==> src/hw/rtl/sd_spi_command_sequencer_assert.svh <==
// Assertion macros for the SD SPI command sequencer.
`ifndef SD_SPI_COMMAND_SEQUENCER_ASSERT_SVH
`define SD_SPI_COMMAND_SEQUENCER_ASSERT_SVH

`ifndef NO_ASSERTIONS

// Implication in the same cycle, checked outside reset.
`define SDSC_ASSERT_SAME(label, clk, rst_n, ante, cons) \
    label: assert property (@(posedge clk) disable iff (!rst_n) (ante) |-> (cons)) \
        else $error("sequencer check failed");

// Implication in the next cycle, checked outside reset.
`define SDSC_ASSERT_NEXT(label, clk, rst_n, ante, cons) \
    label: assert property (@(posedge clk) disable iff (!rst_n) (ante) |=> (cons)) \
        else $error("sequencer check failed");

`else

`define SDSC_ASSERT_SAME(label, clk, rst_n, ante, cons)
`define SDSC_ASSERT_NEXT(label, clk, rst_n, ante, cons)

`endif

`endif

==> src/hw/rtl/sdsc_pkg.sv <==
// Types and constants shared by the SD SPI command sequencer modules.
package sdsc_pkg;

    typedef enum logic [2:0] {
        PH_IDLE    = 3'd0,
        PH_DISCARD = 3'd1,
        PH_READY   = 3'd2,
        PH_SEND    = 3'd3,
        PH_STUFF   = 3'd4,
        PH_RESP    = 3'd5
    } t_phase;

    typedef enum logic [1:0] {
        REQ_START = 2'd0,
        REQ_RX    = 2'd1,
        REQ_TICK  = 2'd2
    } t_req;

    localparam logic [2:0] CFG_READY_TIMEOUT = 3'd0;
    localparam logic [2:0] CFG_RESP_ATTEMPTS = 3'd1;
    localparam logic [2:0] CFG_RESET_CODE    = 3'd2;
    localparam logic [2:0] CFG_IF_COND_CODE  = 3'd3;
    localparam logic [2:0] CFG_STOP_CODE     = 3'd4;

    localparam logic [7:0] RST_READY_TIMEOUT = 8'd50;
    localparam logic [7:0] RST_RESP_ATTEMPTS = 8'd10;
    localparam logic [7:0] RST_RESET_CODE    = 8'd64;
    localparam logic [7:0] RST_IF_COND_CODE  = 8'd72;
    localparam logic [7:0] RST_STOP_CODE     = 8'd76;

    localparam logic [7:0] IDLE_BYTE    = 8'hFF;
    localparam logic [7:0] CRC_RESET    = 8'h95;
    localparam logic [7:0] CRC_IF_COND  = 8'h87;
    localparam logic [7:0] CRC_NONE     = 8'h00;
    localparam logic [2:0] IDX_CRC      = 3'd4;
    localparam logic [2:0] IDX_LAST     = 3'd5;

    typedef struct packed {
        logic [7:0] ready_timeout;
        logic [7:0] resp_attempts;
        logic [7:0] reset_code;
        logic [7:0] if_cond_code;
        logic [7:0] stop_code;
    } t_cfg;

    typedef struct packed {
        t_phase      phase;
        logic [2:0]  byte_index;
        logic [7:0]  ready_timer;
        logic [7:0]  attempts_left;
        logic [7:0]  latched_code;
        logic [31:0] latched_argument;
    } t_state;

    typedef struct packed {
        logic       exchange_req;
        logic [7:0] tx_byte;
        logic       done_res;
        logic [7:0] response;
        logic       busy_res;
    } t_result;

endpackage

==> src/hw/rtl/sdsc_cfg_regs.sv <==
// Configuration register file of the SD SPI command sequencer.
module sdsc_cfg_regs
    import sdsc_pkg::*;
(
    input  logic       i_clk,
    input  logic       i_rst_n,
    input  logic       i_cfg_we,
    input  logic [2:0] i_cfg_idx,
    input  logic [7:0] i_cfg_wdata,
    output t_cfg       o_cfg
);

    t_cfg r_cfg;

    always_ff @(posedge i_clk) begin
        if (!i_rst_n) begin
            r_cfg.ready_timeout <= RST_READY_TIMEOUT;
            r_cfg.resp_attempts <= RST_RESP_ATTEMPTS;
            r_cfg.reset_code    <= RST_RESET_CODE;
            r_cfg.if_cond_code  <= RST_IF_COND_CODE;
            r_cfg.stop_code     <= RST_STOP_CODE;
        end else if (i_cfg_we) begin
            unique case (i_cfg_idx)
                CFG_READY_TIMEOUT: r_cfg.ready_timeout <= i_cfg_wdata;
                CFG_RESP_ATTEMPTS: r_cfg.resp_attempts <= i_cfg_wdata;
                CFG_RESET_CODE:    r_cfg.reset_code    <= i_cfg_wdata;
                CFG_IF_COND_CODE:  r_cfg.if_cond_code  <= i_cfg_wdata;
                CFG_STOP_CODE:     r_cfg.stop_code     <= i_cfg_wdata;
                default: begin
                    // drop writes beyond the register list
                end
            endcase
        end
    end

    assign o_cfg = r_cfg;

endmodule

==> src/hw/rtl/sdsc_step.sv <==
// Next-state and result logic for one request of the SD SPI command sequencer.
module sdsc_step
    import sdsc_pkg::*;
(
    input  logic [1:0]  i_req_type,
    input  logic [7:0]  i_cmd_code,
    input  logic [31:0] i_cmd_argument,
    input  logic [7:0]  i_rx_byte,
    input  t_cfg        i_cfg,
    input  t_state      i_state,
    output t_state      o_state,
    output t_result     o_result
);

    t_state     n_state;
    logic [7:0] attempts_dec;
    logic [7:0] crc;
    logic [7:0] arg_byte;

    assign attempts_dec = i_state.attempts_left - 8'd1;

    // if-cond wins when both codes match
    always_comb begin
        if (i_state.latched_code == i_cfg.if_cond_code) begin
            crc = CRC_IF_COND;
        end else if (i_state.latched_code == i_cfg.reset_code) begin
            crc = CRC_RESET;
        end else begin
            crc = CRC_NONE;
        end
    end

    // argument goes out most significant byte first
    always_comb begin
        case (i_state.byte_index[1:0])
            2'd0:    arg_byte = i_state.latched_argument[31:24];
            2'd1:    arg_byte = i_state.latched_argument[23:16];
            2'd2:    arg_byte = i_state.latched_argument[15:8];
            default: arg_byte = i_state.latched_argument[7:0];
        endcase
    end

    // next state
    always_comb begin
        n_state = i_state;
        unique case (i_req_type)
            REQ_TICK: begin
                if (i_state.ready_timer != 8'd0) begin
                    n_state.ready_timer = i_state.ready_timer - 8'd1;
                end
            end
            REQ_START: begin
                if (i_state.phase == PH_IDLE) begin
                    n_state.latched_code     = i_cmd_code;
                    n_state.latched_argument = i_cmd_argument;
                    n_state.ready_timer      = i_cfg.ready_timeout;
                    n_state.byte_index       = 3'd0;
                    n_state.phase            = PH_DISCARD;
                end
            end
            REQ_RX: begin
                unique case (i_state.phase)
                    PH_IDLE: begin
                    end
                    PH_DISCARD: n_state.phase = PH_READY;
                    PH_READY: begin
                        if (i_rx_byte == IDLE_BYTE) begin
                            n_state.phase      = PH_SEND;
                            n_state.byte_index = 3'd0;
                        end else if (i_state.ready_timer == 8'd0) begin
                            n_state.phase = PH_IDLE;
                        end
                    end
                    PH_SEND: begin
                        if (i_state.byte_index < IDX_LAST) begin
                            n_state.byte_index = i_state.byte_index + 3'd1;
                        end else begin
                            n_state.byte_index = 3'd0;
                            if (i_state.latched_code == i_cfg.stop_code) begin
                                n_state.phase = PH_STUFF;
                            end else begin
                                n_state.phase         = PH_RESP;
                                n_state.attempts_left = i_cfg.resp_attempts;
                            end
                        end
                    end
                    PH_STUFF: begin
                        n_state.phase         = PH_RESP;
                        n_state.attempts_left = i_cfg.resp_attempts;
                    end
                    PH_RESP: begin
                        n_state.attempts_left = attempts_dec;
                        if (!i_rx_byte[7] || attempts_dec == 8'd0) begin
                            n_state.phase = PH_IDLE;
                        end
                    end
                    default: n_state.phase = PH_IDLE;
                endcase
            end
            default: begin
            end
        endcase
    end

    // result
    always_comb begin
        o_result = '0;
        unique case (i_req_type)
            REQ_START: begin
                if (i_state.phase == PH_IDLE) begin
                    o_result.exchange_req = 1'b1;
                    o_result.tx_byte      = IDLE_BYTE;
                end
            end
            REQ_RX: begin
                unique case (i_state.phase)
                    PH_DISCARD, PH_STUFF: begin
                        o_result.exchange_req = 1'b1;
                        o_result.tx_byte      = IDLE_BYTE;
                    end
                    PH_READY: begin
                        if (i_rx_byte == IDLE_BYTE) begin
                            o_result.exchange_req = 1'b1;
                            o_result.tx_byte      = i_state.latched_code;
                        end else if (i_state.ready_timer == 8'd0) begin
                            o_result.done_res = 1'b1;
                            o_result.response = IDLE_BYTE;
                        end else begin
                            o_result.exchange_req = 1'b1;
                            o_result.tx_byte      = IDLE_BYTE;
                        end
                    end
                    PH_SEND: begin
                        o_result.exchange_req = 1'b1;
                        if (i_state.byte_index < IDX_CRC) begin
                            o_result.tx_byte = arg_byte;
                        end else if (i_state.byte_index == IDX_CRC) begin
                            o_result.tx_byte = crc;
                        end else begin
                            o_result.tx_byte = IDLE_BYTE;
                        end
                    end
                    PH_RESP: begin
                        if (!i_rx_byte[7] || attempts_dec == 8'd0) begin
                            o_result.done_res = 1'b1;
                            o_result.response = i_rx_byte;
                        end else begin
                            o_result.exchange_req = 1'b1;
                            o_result.tx_byte      = IDLE_BYTE;
                        end
                    end
                    default: begin
                    end
                endcase
            end
            default: begin
            end
        endcase
        o_result.busy_res = (n_state.phase != PH_IDLE);
    end

    assign o_state = n_state;

endmodule

==> src/hw/rtl/sd_spi_command_sequencer.sv <==
// SD-card SPI-mode command sequencer: one request in, one result out.
// Each transfer on the input channel (start, received byte or timer tick) yields exactly one
// result, registered in the cycle after the request is taken. A new request can be taken every
// cycle: the single result register is the only stage, and input ready stays high as long as
// that register is empty or is being drained in the same cycle. Configuration registers are
// written through the plain write port and should only change while no command is running.
`include "sd_spi_command_sequencer_assert.svh"

module sd_spi_command_sequencer
    import sdsc_pkg::*;
(
    input  logic        i_clk,
    input  logic        i_rst_n,
    input  logic        i_cfg_we,
    input  logic [2:0]  i_cfg_idx,
    input  logic [7:0]  i_cfg_wdata,
    input  logic        i_in_valid,
    output logic        o_in_ready,
    input  logic [1:0]  i_req_type,
    input  logic [7:0]  i_cmd_code,
    input  logic [31:0] i_cmd_argument,
    input  logic [7:0]  i_rx_byte,
    output logic        o_out_valid,
    input  logic        i_out_ready,
    output logic        o_exchange_req,
    output logic [7:0]  o_tx_byte,
    output logic        o_done_res,
    output logic [7:0]  o_response,
    output logic        o_busy_res
);

    t_cfg    cfg;
    t_state  r_state;
    t_state  n_state;
    t_result n_result;
    t_result r_result;
    logic    r_out_valid;
    logic    in_xfer;

    sdsc_cfg_regs u_cfg (
        .i_clk       (i_clk),
        .i_rst_n     (i_rst_n),
        .i_cfg_we    (i_cfg_we),
        .i_cfg_idx   (i_cfg_idx),
        .i_cfg_wdata (i_cfg_wdata),
        .o_cfg       (cfg)
    );

    sdsc_step u_step (
        .i_req_type     (i_req_type),
        .i_cmd_code     (i_cmd_code),
        .i_cmd_argument (i_cmd_argument),
        .i_rx_byte      (i_rx_byte),
        .i_cfg          (cfg),
        .i_state        (r_state),
        .o_state        (n_state),
        .o_result       (n_result)
    );

    assign o_in_ready = !r_out_valid || i_out_ready;
    assign in_xfer    = i_in_valid && o_in_ready;

    always_ff @(posedge i_clk) begin
        if (!i_rst_n) begin
            r_state.phase            <= PH_IDLE;
            r_state.byte_index       <= 3'd0;
            r_state.ready_timer      <= 8'd0;
            r_state.attempts_left    <= 8'd0;
            r_state.latched_code     <= 8'd0;
            r_state.latched_argument <= 32'd0;
            r_out_valid              <= 1'b0;
        end else if (in_xfer) begin
            r_state     <= n_state;
            r_out_valid <= 1'b1;
        end else if (i_out_ready) begin
            r_out_valid <= 1'b0;
        end
    end

    // hold the result payload until it is taken
    always_ff @(posedge i_clk) begin
        if (in_xfer) begin
            r_result <= n_result;
        end
    end

    assign o_out_valid    = r_out_valid;
    assign o_exchange_req = r_result.exchange_req;
    assign o_tx_byte      = r_result.tx_byte;
    assign o_done_res     = r_result.done_res;
    assign o_response     = r_result.response;
    assign o_busy_res     = r_result.busy_res;

    `SDSC_ASSERT_SAME(a_done_ends_cmd, i_clk, i_rst_n, o_out_valid && o_done_res, !o_busy_res && !o_exchange_req)
    `SDSC_ASSERT_SAME(a_stall_blocks_input, i_clk, i_rst_n, o_out_valid && !i_out_ready, !o_in_ready)
    `SDSC_ASSERT_SAME(a_index_in_range, i_clk, i_rst_n, 1'b1, r_state.byte_index <= IDX_LAST)
    `SDSC_ASSERT_NEXT(a_busy_tracks_phase, i_clk, i_rst_n, in_xfer, o_busy_res == (r_state.phase != PH_IDLE))

endmodule

==> config.mk <==
export PLATFORM = sky130hd
export DESIGN_NAME = sd_spi_command_sequencer
export DESIGN_NICKNAME = d
export VERILOG_FILES = /design/src/hw/rtl/sdsc_pkg.sv /design/src/hw/rtl/sdsc_cfg_regs.sv /design/src/hw/rtl/sdsc_step.sv /design/src/hw/rtl/sd_spi_command_sequencer.sv
export VERILOG_INCLUDE_DIRS = /design/src /design/src/hw/rtl
export SDC_FILE = /design/constraint.sdc
export NUM_CORES = 1
export LEC_CHECK = 0
export BUFFER_PORTS_ARGS = -buffer_cell sky130_fd_sc_hd__buf_2
export CAP_MARGIN = 25
export CORE_MARGIN = 3
export CORE_UTILIZATION = 55
export DETAILED_ROUTE_END_ITERATION = 16
export GPL_TIMING_DRIVEN = 0
export PLACE_DENSITY = 0.77
export SLEW_MARGIN = 40
export SYNTH_ARGS = -nofsm -noshare
export SYNTH_HDL_FRONTEND = slang
export SYNTH_SLANG_ARGS = --single-unit
export TNS_END_PERCENT = 20
==> constraint.sdc <==
create_clock -name i_clk -period 2.8 [get_ports i_clk]
set_clock_uncertainty 0.05 [all_clocks]
set_input_delay 0.56 -clock i_clk [delete_from_list [all_inputs] [get_ports i_clk]]
set_output_delay 0.56 -clock i_clk [all_outputs]
set_load 0.02 [all_outputs]
==> out/qor.csv <==
metric,value,unit
RSZ-0062 raised after global routing,false,
fin crit share,91.1,%
vias in the first global route,5425,
Post-Syn Instances,731,
CTS clock-pin slew for the worst setup and hold paths,0.06,ns
Post-CTS Setup Repair Bufs,0,
Max Cap Viol,0,
routed length per instance,16.3,microns
Max stage delay on crit path,0.54,ns
layout cell share with drive strength beyond 1,15.6,%
Mapped Area,6030,sq um
Num CTS Buffers,17,
total track usage,26.8,%
leading post-synthesis cells by cell area,"dfxtp_1, nand2_1, edfxtp_1, a21boi_0, xor2_1",
die area,12300,sq um
"FF+latch count, synth",122,
Setup crit end kind,flop,
Yosys warning total,0,
DR iter-0 viols,569,
drt drc,0,
Pwr Density,596,nW/um^2
Synth top area share,34.2,%
Crit path required time,3.01,ns
Seq pwr share,44.1,%
cell breakdown of the critical path,inv_1 > ha_1 > nor4b_1 > xnor2_1 > a21oi_2 > nor4_1 > o221ai_1,
Setup CP Type,flop to flop,
CTS root buf,clkbuf_8,
FP Rows,37,
type of the worst min-delay path,input port to flop,
Worst Max-Slew Pin Slew,0.742,ns
CTS H-tree depth,4,
R2R depth,7,
number of flops mapped to enable cells by yosys,19,
Synthesized Nets,804,
Hold Worst Slack,0.217,ns
Slew Limit Fails,0,
Final Hold Fails,0,
clock sink count,122,
Net Sw Frac,24.3,%
DP Wirelength,11.9,mm
hold_buf cts,0,
post_cts resized,0,
TNS Setup,0,ns
total wire length,16.1,mm
Internal,3230,uW
Detailed Routing Iterations Pass 1,7,
biggest area consumer among synthesized cells,dfxtp_1,
Antenna diodes,0,
Max transition margin,50.5,%
Worst setup SP type,flop,
leakage,0.00276,uW
post-synth cell types,62,
Fmax,392,MHz
Clock Power Share,46.6,%
fraction of registers with async set/reset,0,%
Placeable Area,10500,sq um
Hold Path Depth,3,
"Remaining Overflow, GRT",0,
final net count,908,
IO Port Bufs,85,
Psw,1040,uW
GP Congestion,0.942,
clk_lat worst skew,0.54,ns
Antenna Violating Nets Remaining,0,
clock period minus worst slack,2.55,ns
final setup vio count,0,
antenna violations before repair,0,
Slowest cell on crit path,nor4_1,
Syn Area/Cell,8.25,sq um
largest net degree at the start of global routing,21,
"commonest non-fill, non-tap cell in the layout",nand2_1,
vias per cell,5.74,
clock buffer depth,2,
combinational share of power,9.2,%
IO Pins,87,
area growth from synthesis to layout,18.7,%
wire length of the first global-routing pass,26.7,mm
Die X,111,microns
ys flop type,dfxtp_1,
status,finished clean,
sequential area share after synthesis,43.6,%
Vias,5640,
CP arrival,2.76,ns
Die H,111,microns
Starting Density,57.4,%
Worst VDD drop,0.000503,V
CTS tree,yes,
"commonest cells after routing, fill and taps aside","nand2_1, dfxtp_1, buf_2, a21boi_0, clkbuf_1",
Crit Path Max Fanout,7,
==> layer usage <==
layer	vias up	routed length [microns]	GRT usage [%]
li1	2767	-	-
met4	0	238	10.0
met1	2624	6990	35.7
met3	29	1200	6.77
met2	220	7630	42.2
met5	-	0	0
==> flip-flops by register name (all words and copies together), names as in the netlist <==
signal          cells
o_busy_res          1
o_done_res          1
o_exchange_req      1
o_out_valid         1
o_response          8
o_tx_byte           8
r_state            62
u_cfg.o_cfg        40
==> power groups by stage <==
stage / sequential [uW] / clock, uW / combinational [uW]
after floorplan: 1930 / 0 / 228
after global placement: 1920 / 0 / 380
after detailed placement: 1920 / 0 / 391
after CTS: 1880 / 2010 / 393
after global routing: 1890 / 2100 / 437
final: 1880 / 1990 / 395
==> final timing paths <==
path	slack (ns)	from	endpoint
worst max-delay path	0.25	r_state[40]	o_busy_res
worst min-delay path	0.22	i_cmd_argument[9]	r_state[9]
worst max register to register	0.25	r_state[40]	o_busy_res
worst min register to register	0.42	r_state[17]	r_state[17]
==> area by class of cell <==
class,instances,area [sq um]
Timing Repair Buffer,85,425
Buffer,42,160
Fill cell,845,3350
Inverter,19,71.3
Clock inverter,8,67.6
Sequential cell,122,2630
Tap cell,136,170
Multi-Input combinational cell,548,3170
Clock buffer,23,467
==> cell families (layout without fill, tap and decap cells) <==
family	count (synthesis)	count (layout)	share of synthesized area, %
simple gates	314	314	23.1
compound gates	195	195	23.2
flops	122	122	43.6
buf+inv	61	177	3.84
xor+xnor	27	27	3.92
fa+ha+maj	7	7	1.45
mux	5	5	0.850
==> worst max-delay path: cells and delay by family (launching register included) <==
family	cells	cell delay [ns]
adders and majority gates	1	0.30
AOI/OAI and AO/OA	2	0.35
buffers and inverters	1	0.08
and+or+nand+nor	2	0.91
xor gates and xnor gates	1	0.21
DFF	1	0.37
==> metrics by stage <==
step | total power (uW) | cells | utilization [%] | setup WS [ns] | instance area [sq um]
final | 4270 | 983 | 68.2 | 0.248 | 7160
after global routing | 4430 | 983 | 68.2 | 0.00496 | 7160
after CTS | 4280 | 983 | 68.2 | 0.279 | 7160
after detailed placement | 2310 | 952 | 63.1 | 0.206 | 6630
after global placement | 2300 | 952 | 63.1 | 0.247 | 6630
after floorplan | 2160 | 731 | - | 0.637 | 6030
==> Yosys cell counts, types with 3 or more instances <==
cell type  number
nand2_1       199
dfxtp_1       103
a21boi_0       73
clkbuf_1       39
nor2_1         31
o21ai_0        27
a21oi_1        21
nand3_1        20
edfxtp_1       19
inv_1          19
xor2_1         17
a31oi_1        12
nand4_1        10
xnor2_1        10
nor3_1          9
a21o_1          8
a222oi_1        8
ha_1            7
nor2b_1         6
nor4_1          6
o211ai_1        6
or2_2           6
o31ai_1         5
mux2i_1         4
nand2b_1        4
o22ai_1         4
a21boi_1        3
a22oi_1         3
and3_1          3
nand3b_1        3
nor3b_1         3
o21a_1          3
(Power assumes the default switching activity.)
